**config.mk**
```make
export PLATFORM = sky130hd
export DESIGN_NAME = recurring_date_rule_resolver_top
export DESIGN_NICKNAME = d
export VERILOG_FILES = /design/src/design/rdr_pkg.sv /design/src/design/recurring_date_rule_resolver_top.sv /design/src/design/rdr_cfg.sv
export SDC_FILE = /design/constraint.sdc
export NUM_CORES = 1
export LEC_CHECK = 0
export ABC_AREA = 1
export BUFFER_PORTS_ARGS = -buffer_cell sky130_fd_sc_hd__buf_2
export CAP_MARGIN = 20
export CELL_PAD_IN_SITES_DETAIL_PLACEMENT = 0
export CELL_PAD_IN_SITES_GLOBAL_PLACEMENT = 1
export CORE_UTILIZATION = 40
export CTS_CLUSTER_SIZE = 16
export DETAILED_ROUTE_END_ITERATION = 8
export PLACE_DENSITY_LB_ADDON = 0.2
export SKIP_LAST_GASP = 1
export SYNTH_ARGS = -nofsm -noshare
export SYNTH_HDL_FRONTEND = slang
export SYNTH_SLANG_ARGS = --single-unit
```
**constraint.sdc**
```tcl
create_clock -name clk -period 6.3 [get_ports clk]
set_input_delay 0.63 -clock clk [delete_from_list [all_inputs] [get_ports clk]]
set_output_delay 0.63 -clock clk [all_outputs]
set_load 0.02 [all_outputs]
```
**src/design/rdr_pkg.sv**
```systemverilog
// ----------------------------------------------------------------------------
// rdr_pkg
// Shared types, codes and calendar tables for the recurring date rule resolver.
// ----------------------------------------------------------------------------
`timescale 1ns / 1ps

package rdr_pkg;

	// rule kinds
	localparam logic [2:0] KIND_MONTH_DAY     = 3'd0;
	localparam logic [2:0] KIND_MONTHLY_DAY   = 3'd1;
	localparam logic [2:0] KIND_MONTH_WDAY    = 3'd2;
	localparam logic [2:0] KIND_MONTHLY_WDAY  = 3'd3;
	localparam logic [2:0] KIND_WEEK_WDAY     = 3'd4;
	localparam logic [2:0] KIND_YEAR_DAY      = 3'd5;

	// week numbering schemes
	localparam logic [1:0] WN_ISO      = 2'd0;
	localparam logic [1:0] WN_ISLAMIC  = 2'd1;
	localparam logic [1:0] WN_NORTH_AM = 2'd2;

	// result status
	localparam logic [1:0] ST_OK       = 2'd0;
	localparam logic [1:0] ST_BAD_DATE = 2'd1;
	localparam logic [1:0] ST_BAD_RULE = 2'd2;

	// register indexes
	localparam logic [2:0] CFG_RULE_KIND        = 3'd0;
	localparam logic [2:0] CFG_RULE_MONTH       = 3'd1;
	localparam logic [2:0] CFG_RULE_DAY         = 3'd2;
	localparam logic [2:0] CFG_RULE_WEEKDAY     = 3'd3;
	localparam logic [2:0] CFG_RULE_DAY_ORDER   = 3'd4;
	localparam logic [2:0] CFG_RULE_WEEK_NUMBER = 3'd5;
	localparam logic [2:0] CFG_RULE_YEAR_DAY    = 3'd6;
	localparam logic [2:0] CFG_WEEK_NUMBERING   = 3'd7;

	// weekday codes used as week starts
	localparam logic [2:0] WD_SUNDAY   = 3'd0;
	localparam logic [2:0] WD_MONDAY   = 3'd1;
	localparam logic [2:0] WD_SATURDAY = 3'd6;

	// ISO week 1 holds this day of January
	localparam int WEEK_ANCHOR_ISO = 4;
	localparam logic [2:0] ISO_ANCHOR_OFS = 3'(WEEK_ANCHOR_ISO - 1);

	localparam logic [13:0] YEAR_MAX = 14'd9999;

	// x / 100 == (x * 5243) >> 19 for all 14-bit x
	localparam int DIV100_MUL   = 5243;
	localparam int DIV100_SHIFT = 19;

	typedef struct packed {
		logic [2:0] rule_kind;
		logic [3:0] rule_month;
		logic [4:0] rule_day;
		logic [2:0] rule_weekday;
		logic [2:0] rule_day_order;
		logic [5:0] rule_week_number;
		logic [8:0] rule_year_day;
		logic [1:0] week_numbering;
	} rdr_cfg_t;

	// day of year (from 0) of the first of month m, common year
	function automatic logic [8:0] month_start(input logic [3:0] m);
		case (m)
			4'd1:    return 9'd0;
			4'd2:    return 9'd31;
			4'd3:    return 9'd59;
			4'd4:    return 9'd90;
			4'd5:    return 9'd120;
			4'd6:    return 9'd151;
			4'd7:    return 9'd181;
			4'd8:    return 9'd212;
			4'd9:    return 9'd243;
			4'd10:   return 9'd273;
			4'd11:   return 9'd304;
			4'd12:   return 9'd334;
			default: return 9'd0;
		endcase
	endfunction

	// month_start modulo 7
	function automatic logic [2:0] month_start_mod7(input logic [3:0] m);
		case (m)
			4'd1:    return 3'd0;
			4'd2:    return 3'd3;
			4'd3:    return 3'd3;
			4'd4:    return 3'd6;
			4'd5:    return 3'd1;
			4'd6:    return 3'd4;
			4'd7:    return 3'd6;
			4'd8:    return 3'd2;
			4'd9:    return 3'd5;
			4'd10:   return 3'd0;
			4'd11:   return 3'd3;
			4'd12:   return 3'd5;
			default: return 3'd0;
		endcase
	endfunction

	// month length, common year
	function automatic logic [4:0] month_len(input logic [3:0] m);
		case (m)
			4'd2:                      return 5'd28;
			4'd4, 4'd6, 4'd9, 4'd11:   return 5'd30;
			4'd1, 4'd3, 4'd5, 4'd7,
			4'd8, 4'd10, 4'd12:        return 5'd31;
			default:                   return 5'd0;
		endcase
	endfunction

	function automatic logic [8:0] month_start_lp(input logic [3:0] m, input logic lp);
		return month_start(m) + {8'd0, (lp && (m > 4'd2))};
	endfunction

	// 14-bit value mod 7 by folding octal digits (8 == 1 mod 7)
	function automatic logic [2:0] mod7_14(input logic [13:0] x);
		logic [5:0] f1;
		logic [3:0] f2;
		logic [3:0] f3;
		f1 = {3'd0, x[2:0]} + {3'd0, x[5:3]} + {3'd0, x[8:6]} + {3'd0, x[11:9]}
			+ {4'd0, x[13:12]};
		f2 = {1'b0, f1[5:3]} + {1'b0, f1[2:0]};
		f3 = {3'd0, f2[3]} + {1'b0, f2[2:0]};
		return (f3 == 4'd7) ? 3'd0 : f3[2:0];
	endfunction

	function automatic logic [2:0] add_mod7(input logic [2:0] a, input logic [2:0] b);
		logic [3:0] s;
		s = {1'b0, a} + {1'b0, b};
		return (s >= 4'd7) ? 3'(s - 4'd7) : s[2:0];
	endfunction

	function automatic logic [2:0] sub_mod7(input logic [2:0] a, input logic [2:0] b);
		return (a >= b) ? 3'(a - b) : 3'({1'b0, a} + 4'd7 - {1'b0, b});
	endfunction

endpackage

```
**src/design/recurring_date_rule_resolver_top.sv**
```systemverilog
// ----------------------------------------------------------------------------
// recurring_date_rule_resolver_top
// A query is registered through stages s1 to s7; s7 drives the result.
// Throughput: one query per cycle; seven pipeline stages, one shared advance.
// A stalled result holds all stages; bubbles do not absorb the stall.
// Reset: async active low; clears stage valid bits and loads register defaults.
// ----------------------------------------------------------------------------
`timescale 1ns / 1ps

module recurring_date_rule_resolver_top (
	input  logic        clk,
	input  logic        arst_n,
	// configuration write port
	input  logic        cfg_we,
	input  logic [2:0]  cfg_index,
	input  logic [8:0]  cfg_data,
	// query channel
	input  logic        in_valid,
	output logic        in_stall,
	input  logic [13:0] query_year,
	input  logic [3:0]  query_month,
	// result channel
	output logic        out_valid,
	input  logic        out_stall,
	output logic [1:0]  status,
	output logic [13:0] result_year,
	output logic [3:0]  result_month,
	output logic [4:0]  result_day
);
	import rdr_pkg::*;

	// The user must change configuration only while the pipe is empty; the block
	// does not enforce it. Every stage reads the live registers, not a copy.
	rdr_cfg_t cfg;

	rdr_cfg u_cfg (
		.clk       (clk),
		.arst_n    (arst_n),
		.cfg_we    (cfg_we),
		.cfg_index (cfg_index),
		.cfg_data  (cfg_data),
		.cfg       (cfg)
	);

	// ------------------------------------------------------------------
	// Pipeline control: the whole pipe moves unless the output stage
	// holds a result that the sink refuses.
	// ------------------------------------------------------------------
	logic en;
	logic v_s1, v_s2, v_s3, v_s4, v_s5, v_s6, v_s7;

	assign en       = !(v_s7 && out_stall);
	assign in_stall = !en;

	always_ff @(posedge clk or negedge arst_n) begin
		if (!arst_n) begin
			v_s1 <= 1'b0;
			v_s2 <= 1'b0;
			v_s3 <= 1'b0;
			v_s4 <= 1'b0;
			v_s5 <= 1'b0;
			v_s6 <= 1'b0;
			v_s7 <= 1'b0;
		end else if (en) begin
			v_s1 <= in_valid;
			v_s2 <= v_s1;
			v_s3 <= v_s2;
			v_s4 <= v_s3;
			v_s5 <= v_s4;
			v_s6 <= v_s5;
			v_s7 <= v_s6;
		end
	end

	// rule weekday 7 aliases Sunday
	logic [2:0] rw7;
	assign rw7 = (cfg.rule_weekday == 3'd7) ? WD_SUNDAY : cfg.rule_weekday;

	// ------------------------------------------------------------------
	// Stage 1: year / 100 by reciprocal multiply.
	// ------------------------------------------------------------------
	logic [26:0] qprod;
	logic [13:0] year_s1;
	logic [3:0]  month_s1;
	logic [7:0]  qy_s1;

	assign qprod = 27'(query_year) * 27'(DIV100_MUL);

	always_ff @(posedge clk) begin
		if (en) begin
			year_s1  <= query_year;
			month_s1 <= query_month;
			qy_s1    <= qprod[26:DIV100_SHIFT];
		end
	end

	// ------------------------------------------------------------------
	// Stage 2: leap flags for this and the next year, and the weekday
	// sum of January 1. Since 365 == 1 mod 7 the weekday of Jan 1 is
	// (p + p/4 - p/100 + p/400 + 1) mod 7 with p = year - 1.
	// ------------------------------------------------------------------
	logic [13:0] hund2, p2, wsum2;
	logic [6:0]  ry2;
	logic [7:0]  qp2;
	logic        yok2, leap2, leapn2;

	logic [13:0] year_s2, wsum_s2;
	logic [3:0]  month_s2;
	logic        yok_s2, leap_s2, leapn_s2;

	always_comb begin
		hund2  = 14'(qy_s1) * 14'd100;
		ry2    = 7'(year_s1 - hund2);
		p2     = year_s1 - 14'd1;
		// (year-1)/100 only drops below year/100 on a century year
		qp2    = (ry2 == 7'd0) ? (qy_s1 - 8'd1) : qy_s1;
		wsum2  = p2 + {2'd0, p2[13:2]} - {6'd0, qp2} + {8'd0, qp2[7:2]} + 14'd1;
		yok2   = (year_s1 != 14'd0) && (year_s1 <= YEAR_MAX);
		leap2  = (year_s1[1:0] == 2'd0) && ((ry2 != 7'd0) || (qy_s1[1:0] == 2'd0));
		// year+1 is a century year when year ends in 99
		leapn2 = (year_s1[1:0] == 2'd3) && ((ry2 != 7'd99) || (qy_s1[1:0] == 2'd3));
	end

	always_ff @(posedge clk) begin
		if (en) begin
			year_s2  <= year_s1;
			month_s2 <= month_s1;
			wsum_s2  <= wsum2;
			yok_s2   <= yok2;
			leap_s2  <= leap2;
			leapn_s2 <= leapn2;
		end
	end

	// ------------------------------------------------------------------
	// Stage 3: weekday of Jan 1, month selection and checks, month
	// offset within the year, and the early status.
	// ------------------------------------------------------------------
	logic [3:0] m3;
	logic       mok3, lpm3, dbad3;
	logic [4:0] dim3;
	logic [8:0] moff3;
	logic [2:0] moff7_3;
	logic [1:0] st3;

	logic [13:0] year_s3;
	logic [2:0]  wdj_s3, moff7_s3;
	logic [8:0]  moff_s3;
	logic [4:0]  dim_s3;
	logic        leap_s3, leapn_s3;
	logic [1:0]  st_s3;

	always_comb begin
		m3      = (cfg.rule_kind inside {KIND_MONTH_DAY, KIND_MONTH_WDAY}) ?
			cfg.rule_month : month_s2;
		mok3    = (m3 >= 4'd1) && (m3 <= 4'd12);
		lpm3    = leap_s2 && (m3 > 4'd2);
		dim3    = month_len(m3) + {4'd0, (leap_s2 && (m3 == 4'd2))};
		moff3   = month_start_lp(m3, leap_s2);
		moff7_3 = add_mod7(month_start_mod7(m3), {2'd0, lpm3});
		dbad3   = (cfg.rule_day == 5'd0) || (cfg.rule_day > dim3);

		// rule errors win over date errors
		if (cfg.rule_kind > KIND_YEAR_DAY) begin
			st3 = ST_BAD_RULE;
		end else if ((cfg.rule_kind == KIND_WEEK_WDAY) &&
			!(cfg.week_numbering inside {WN_ISO, WN_ISLAMIC, WN_NORTH_AM})) begin
			st3 = ST_BAD_RULE;
		end else if (!yok_s2) begin
			st3 = ST_BAD_DATE;
		end else if ((cfg.rule_kind inside {KIND_MONTH_DAY, KIND_MONTHLY_DAY}) &&
			(!mok3 || dbad3)) begin
			st3 = ST_BAD_DATE;
		end else if ((cfg.rule_kind inside {KIND_MONTH_WDAY, KIND_MONTHLY_WDAY}) &&
			!mok3) begin
			st3 = ST_BAD_DATE;
		end else begin
			st3 = ST_OK;
		end
	end

	always_ff @(posedge clk) begin
		if (en) begin
			year_s3  <= year_s2;
			wdj_s3   <= mod7_14(wsum_s2);
			moff_s3  <= moff3;
			moff7_s3 <= moff7_3;
			dim_s3   <= dim3;
			leap_s3  <= leap_s2;
			leapn_s3 <= leapn_s2;
			st_s3    <= st3;
		end
	end

	// ------------------------------------------------------------------
	// Stage 4: weekday distances. delta is the step from the first of
	// the month to the target weekday; for week rules wa is how far the
	// anchor day lies past its week start, wb the target's place in the
	// week.
	// ------------------------------------------------------------------
	logic [2:0] adm1_4, fd4, wdm4, wda4;

	logic [13:0] year_s4;
	logic [8:0]  moff_s4;
	logic [4:0]  dim_s4;
	logic [2:0]  delta_s4, wa_s4, wb_s4;
	logic        leap_s4, leapn_s4;
	logic [1:0]  st_s4;

	always_comb begin
		adm1_4 = (cfg.week_numbering == WN_ISO) ? ISO_ANCHOR_OFS : 3'd0;
		case (cfg.week_numbering)
			WN_ISO:     fd4 = WD_MONDAY;
			WN_ISLAMIC: fd4 = WD_SATURDAY;
			default:    fd4 = WD_SUNDAY;
		endcase
		wdm4 = add_mod7(wdj_s3, moff7_s3);
		wda4 = add_mod7(wdj_s3, adm1_4);
	end

	always_ff @(posedge clk) begin
		if (en) begin
			year_s4  <= year_s3;
			moff_s4  <= moff_s3;
			dim_s4   <= dim_s3;
			delta_s4 <= sub_mod7(rw7, wdm4);
			wa_s4    <= sub_mod7(wda4, fd4);
			wb_s4    <= sub_mod7(rw7, fd4);
			leap_s4  <= leap_s3;
			leapn_s4 <= leapn_s3;
			st_s4    <= st_s3;
		end
	end

	// ------------------------------------------------------------------
	// Stage 5: signed day offset from Jan 1 of the query year. The range
	// is about -13..510, so the result lands in year-1, year or year+1.
	// ------------------------------------------------------------------
	logic signed [7:0] d5;
	logic [10:0]       off5;
	logic [2:0]        adm1_5;

	logic [13:0] year_s5;
	logic [10:0] off_s5;
	logic        leap_s5, leapn_s5;
	logic [1:0]  st_s5;

	always_comb begin
		adm1_5 = (cfg.week_numbering == WN_ISO) ? ISO_ANCHOR_OFS : 3'd0;
		d5 = $signed(8'({5'd0, delta_s4}) + 8'({5'd0, cfg.rule_day_order}) * 8'd7
			- 8'd7);
		// "last": back off a week when the fifth one leaves the month
		if ((cfg.rule_day_order == 3'd5) && (d5 >= $signed({3'd0, dim_s4}))) begin
			d5 = d5 - 8'sd7;
		end
		case (cfg.rule_kind)
			KIND_MONTH_DAY, KIND_MONTHLY_DAY:
				off5 = 11'(moff_s4) + 11'(cfg.rule_day) - 11'd1;
			KIND_MONTH_WDAY, KIND_MONTHLY_WDAY:
				off5 = 11'(moff_s4) + {{3{d5[7]}}, d5};
			KIND_WEEK_WDAY:
				off5 = 11'(adm1_5) - 11'(wa_s4) + 11'(cfg.rule_week_number) * 11'd7
					- 11'd7 + 11'(wb_s4);
			KIND_YEAR_DAY:
				off5 = 11'(cfg.rule_year_day) - 11'd1;
			default:
				off5 = 11'd0;
		endcase
	end

	always_ff @(posedge clk) begin
		if (en) begin
			year_s5  <= year_s4;
			off_s5   <= off5;
			leap_s5  <= leap_s4;
			leapn_s5 <= leapn_s4;
			st_s5    <= st_s4;
		end
	end

	// ------------------------------------------------------------------
	// Stage 6: pick the result year and day of year, range check.
	// A negative offset is always in December of the year before, so it
	// decodes correctly against the common-year table.
	// ------------------------------------------------------------------
	logic [10:0] leny6;
	logic [13:0] yr6;
	logic [8:0]  doy6;
	logic        lp6;
	logic [1:0]  st6;

	logic [13:0] yr_s6;
	logic [8:0]  doy_s6;
	logic        lp_s6;
	logic [1:0]  st_s6;

	always_comb begin
		leny6 = 11'd365 + {10'd0, leap_s5};
		st6   = st_s5;
		if (off_s5[10]) begin
			yr6  = year_s5 - 14'd1;
			doy6 = 9'(off_s5 + 11'd365);
			lp6  = 1'b0;
			if ((st_s5 == ST_OK) && (year_s5 == 14'd1)) begin
				st6 = ST_BAD_DATE;
			end
		end else if (off_s5 >= leny6) begin
			yr6  = year_s5 + 14'd1;
			doy6 = 9'(off_s5 - leny6);
			lp6  = leapn_s5;
			if ((st_s5 == ST_OK) && (year_s5 == YEAR_MAX)) begin
				st6 = ST_BAD_DATE;
			end
		end else begin
			yr6  = year_s5;
			doy6 = off_s5[8:0];
			lp6  = leap_s5;
		end
	end

	always_ff @(posedge clk) begin
		if (en) begin
			yr_s6  <= yr6;
			doy_s6 <= doy6;
			lp_s6  <= lp6;
			st_s6  <= st6;
		end
	end

	// ------------------------------------------------------------------
	// Stage 7: day of year to month and day; this is the output stage.
	// Errors force the date fields to zero.
	// ------------------------------------------------------------------
	logic [3:0] m7;
	logic [8:0] ms7;
	logic [4:0] day7;

	logic [1:0]  status_s7;
	logic [13:0] year_s7;
	logic [3:0]  month_s7;
	logic [4:0]  day_s7;

	always_comb begin
		m7 = 4'd1;
		for (int i = 2; i <= 12; i++) begin
			if (doy_s6 >= month_start_lp(4'(i), lp_s6)) begin
				m7 = 4'(i);
			end
		end
		ms7  = month_start_lp(m7, lp_s6);
		day7 = 5'(doy_s6 - ms7 + 9'd1);
	end

	always_ff @(posedge clk) begin
		if (en) begin
			status_s7 <= st_s6;
			if (st_s6 == ST_OK) begin
				year_s7  <= yr_s6;
				month_s7 <= m7;
				day_s7   <= day7;
			end else begin
				year_s7  <= 14'd0;
				month_s7 <= 4'd0;
				day_s7   <= 5'd0;
			end
		end
	end

	assign out_valid    = v_s7;
	assign status       = status_s7;
	assign result_year  = year_s7;
	assign result_month = month_s7;
	assign result_day   = day_s7;

endmodule

```
**src/design/rdr_cfg.sv**
```systemverilog
// ----------------------------------------------------------------------------
// rdr_cfg
// Rule configuration registers with plain indexed write port.
// ----------------------------------------------------------------------------
`timescale 1ns / 1ps

module rdr_cfg (
	input  logic              clk,
	input  logic              arst_n,
	input  logic              cfg_we,
	input  logic [2:0]        cfg_index,
	input  logic [8:0]        cfg_data,
	output rdr_pkg::rdr_cfg_t cfg
);
	import rdr_pkg::*;

	rdr_cfg_t cfg_q;

	always_ff @(posedge clk or negedge arst_n) begin
		if (!arst_n) begin
			cfg_q.rule_kind        <= KIND_MONTH_DAY;
			cfg_q.rule_month       <= 4'd1;
			cfg_q.rule_day         <= 5'd1;
			cfg_q.rule_weekday     <= 3'd0;
			cfg_q.rule_day_order   <= 3'd1;
			cfg_q.rule_week_number <= 6'd1;
			cfg_q.rule_year_day    <= 9'd1;
			cfg_q.week_numbering   <= WN_ISO;
		end else if (cfg_we) begin
			case (cfg_index)
				CFG_RULE_KIND:        cfg_q.rule_kind        <= cfg_data[2:0];
				CFG_RULE_MONTH:       cfg_q.rule_month       <= cfg_data[3:0];
				CFG_RULE_DAY:         cfg_q.rule_day         <= cfg_data[4:0];
				CFG_RULE_WEEKDAY:     cfg_q.rule_weekday     <= cfg_data[2:0];
				CFG_RULE_DAY_ORDER:   cfg_q.rule_day_order   <= cfg_data[2:0];
				CFG_RULE_WEEK_NUMBER: cfg_q.rule_week_number <= cfg_data[5:0];
				CFG_RULE_YEAR_DAY:    cfg_q.rule_year_day    <= cfg_data[8:0];
				CFG_WEEK_NUMBERING:   cfg_q.week_numbering   <= cfg_data[1:0];
				default: ;
			endcase
		end
	end

	assign cfg = cfg_q;

endmodule

```
==> Implementation_results.wiki <==
{| class="wikitable"
! Metric !! Value
|-
| Result of the run || completed
|-
| Wire length reported by the detailed router || 43350 um
|-
| Worst min-delay path class || input port to flip-flop
|-
| Flop and latch count out of synthesis || 262
|-
| Antenna violations before repair || 0
|-
| Fraction of registers with async set/reset || 16.03%
|-
| Detailed Route Iter0 Violations || 852
|-
| Ranking of synthesized cells by instance count || 437 x sky130_fd_sc_hd__inv_1, 327 x sky130_fd_sc_hd__nand2_1, 272 x sky130_fd_sc_hd__ha_1, 220 x sky130_fd_sc_hd__edfxtp_1, 168 x sky130_fd_sc_hd__nor2_1
|-
| Clock network latency to the later pin of the worst-skew pair || 0.55 ns
|-
| Number of design rule violations left after detail routing || 0
|-
| CP Capture Type || flip-flop
|-
| Number of standard cells after synthesis || 2181
|-
| Cell type contributing the most total cell area after synthesis || sky130_fd_sc_hd__edfxtp_1
|-
| First-pass GRT wire length || 73040 um
|-
| CTS sink cnt || 262
|-
| Top_reg_cell synth || sky130_fd_sc_hd__edfxtp_1
|-
| Post-DP HPWL || 34310 um
|-
| Total count of hold-check failures in the final report || 0
|-
| Area fraction of the dominant cell type after synthesis || 31.99%
|-
| Share of the cycle needed by the critical path after routing || 90.45%
|-
| Max-slew violation count || 0
|-
| Diode count || 0
|-
| Starting density of the core || 40.83%
|-
| Total CTS buffers || 34
|-
| Maximum frequency from static timing analysis || 0.1755 GHz
|-
| Cell with the most instances after synthesis || sky130_fd_sc_hd__inv_1
|-
| Vias after detailed routing || 14355
|-
| Area overhead of the layout relative to synthesis || 11.11%
|-
| Residual overflow from global routing || 0
|-
| Y dimension of the die || 229.2 um
|-
| Number of standard-cell rows in the floorplan || 82
|-
| Post-synthesis simple-gate area fraction || 12.90%
|-
| Syn Nets || 2602
|-
| Post-route setup TNS || 0 ns
|-
| NumNets Final || 2689
|-
| Max Buffers Root-to-Sink || 3
|-
| Placer's final routability congestion estimate || 0.8811
|-
| Leading post-synthesis cells by cell area || sky130_fd_sc_hd__edfxtp_1 32%, sky130_fd_sc_hd__ha_1 16%, sky130_fd_sc_hd__fa_1 11%, sky130_fd_sc_hd__inv_1 7.9%, sky130_fd_sc_hd__nand2_1 5.9%
|-
| Synthesized area || 20650 um^2
|-
| Fraction of synthesized area in multiplexers || 0.2181%
|-
| Clock skew after layout || 0.02698 ns
|-
| Fraction of final layout cells with drive strength greater than 1 || 6.934%
|-
| Routed via count divided by cell count || 4.841
|-
| Hold-fix buffer count after cts || 0
|-
| Distinct cell type count of the synthesized netlist || 60
|-
| Fraction of the yosys area taken by sequential cells || 37.11%
|-
| Relative max-transition margin || 38.58%
|-
| Number of synthesized flops with an enable pin || 220
|-
| Post-layout minimum cycle time || 5.699 ns
|-
| Mean routed wirelength per cell || 14.62 um
|-
| Count of buffers from port buffering || 61
|-
| Root Buffer || sky130_fd_sc_hd__clkbuf_16
|-
| Area of the die || 52540 um^2
|-
| Adder-Cell Fraction of Synth Area || 27.53%
|-
| Critical path data required time || 6.58 ns
|-
| Post-cts gate resize count || 0
|-
| Post-Synth XOR/XNOR Area || 5.035%
|-
| Launching element type of the critical path || flip-flop
|-
| Setup repair after global routing missed its margin || false
|-
| GR Util All Layers || 17.09%
|-
| Slew @ Worst Pin || 0.9213 ns
|-
| Count of yosys warnings during synthesis || 0
|-
| Compound-gate portion of the synthesized area || 8.810%
|-
| Syn_area_per_cell || 9.468 um^2
|-
| Die Span X || 229.2 um
|-
| Maximum number of pins on one net before global-route repair || 117
|-
| Peak fanout along the critical path || 11
|-
| Post-CTS Repair Setup Buffers || 0
|-
| Number of max-cap violations || 0
|-
| Antenna-violating nets left || 0
|-
| H-tree depth reported by CTS || 2
|-
| CTS tree || done
|-
| Clock-pin transition on the worst setup and hold timing paths || 0.06 ns
|-
| Combinational family with the most area after synthesis || adder cells
|-
| Core outline area || 50580 um^2
|-
| Vias in the first global route || 14447
|-
| 1st-pass router iterations || 5
|-
| Worst endpoint data arrival time || 5.98 ns
|-
| I/O pin cnt || 62
|-
| Crit Path Class || flip-flop to flip-flop
|-
| Count of endpoints failing setup in the final report || 0
|}
## layout make-up
| type | count | area [um^2] |
|---|---|---|
| well taps | 672 | 840.8 |
| repair buffers | 66 | 370.4 |
| multi-input cells | 1461 | 11270 |
| flip-flops and latches | 262 | 7664 |
| inverters | 443 | 1668 |
| clock buffers | 41 | 929.6 |
| fillers | 4868 | 27640 |
| clock inverters | 20 | 202.7 |
## sequential cells by signal, summed over array words and instances (netlist names), 14 cells and up
signal	count
result_year	14
u_cfg.cfg	35
wsum_s2	14
year_s1	14
year_s2	14
year_s3	14
year_s4	14
year_s5	14
yr_s6	14
## layout by cell type, fill, tap and decap left out, drive strengths merged, types with 13 or more instances in the layout
cell / instances
edfxtp: 220
buf: 65
nand2: 331
nand3: 71
o211ai: 13
clkinv: 14
inv: 445
dfrtp: 37
nor2: 171
ha: 272
clkbuf: 41
a21oi: 110
xnor2: 37
nand4: 19
o21ai: 134
xor2: 80
nor3: 24
fa: 114
## final timing paths
check	endpoint	cells past startpoint	slack, ns	start
hold reg to reg	year_s5[8]$_DFFE_PN_	0	0.39	year_s4[8]$_DFFE_PN_
min in group asynchronous	v_s1$_DFFE_PN0N_	2	0.47	arst_n
hold / removal	month_s1[3]$_DFFE_PN_	1	0.28	query_month[3]
max in group asynchronous	u_cfg.cfg[28]$_DFFE_PN1P_	3	5.31	arst_n
setup reg to reg	off_s5[10]$_DFFE_PN_	27	0.60	u_cfg.cfg[18]$_DFFE_PN0P_
setup / recovery	off_s5[10]$_DFFE_PN_	27	0.60	u_cfg.cfg[18]$_DFFE_PN0P_
## layer usage
layer | track usage, % | wire [um] | up-vias | part of all wire (%)
met5 | 0 | 0 | - | 0
met4 | 4.708 | 875 | 0 | 2.0
met3 | 2.353 | 1344 | 65 | 3.1
met2 | 28.55 | 20330 | 193 | 47
met1 | 23.15 | 20800 | 6758 | 48
li1 | - | - | 7339 | -
## worst max-delay path: stages, from the launching register on
cell	delay, ns
sky130_fd_sc_hd__dfrtp_1	0.59
sky130_fd_sc_hd__fa_1	0.52
sky130_fd_sc_hd__fa_1	0.50
sky130_fd_sc_hd__fa_1	0.46
sky130_fd_sc_hd__nand2_1	0.07
sky130_fd_sc_hd__inv_1	0.04
sky130_fd_sc_hd__nor2_1	0.28
sky130_fd_sc_hd__ha_1	0.32
sky130_fd_sc_hd__nand2_1	0.06
sky130_fd_sc_hd__o21ai_0	0.08
sky130_fd_sc_hd__o21ai_0	0.19
sky130_fd_sc_hd__nand4_2	0.16
sky130_fd_sc_hd__nand3_2	0.16
sky130_fd_sc_hd__nor2_1	0.08
sky130_fd_sc_hd__xnor2_1	0.15
sky130_fd_sc_hd__inv_1	0.06
sky130_fd_sc_hd__ha_1	0.32
sky130_fd_sc_hd__a21oi_1	0.16
sky130_fd_sc_hd__nand2_1	0.10
sky130_fd_sc_hd__a21o_1	0.17
sky130_fd_sc_hd__a21oi_1	0.16
sky130_fd_sc_hd__nor2_1	0.08
sky130_fd_sc_hd__o21ai_0	0.23
sky130_fd_sc_hd__nand2_1	0.12
sky130_fd_sc_hd__a21oi_1	0.18
sky130_fd_sc_hd__nand2_1	0.07
sky130_fd_sc_hd__nand2_1	0.06
sky130_fd_sc_hd__o21ai_1	0.06
## stage by stage
stage               util (%)  setup WS, ns  instances  instance area [um^2]  hold WS [ns]
floorplan                  -         1.224       2181                 20650        0.3344
global placement       43.06        0.7592       2902                 21780        0.4005
CTS                    45.30        0.6367       2963                 22910        0.2497
global route           45.36        0.1984       2965                 22940        0.2618
detailed placement     43.06        0.6794       2902                 21780        0.4045
finish                 45.36        0.6014       2965                 22940        0.2847
## kinds of logic after synthesis
kind of cell    after synthesis
simple gates                636
buf+inv                     458
fa+ha+maj                   386
compound gates              318
flops                       262
xor+xnor                    117
mux                           4
Power is not shown: default switching activity piles up to over one toggle a cycle in this logic, so the estimate is an artifact.
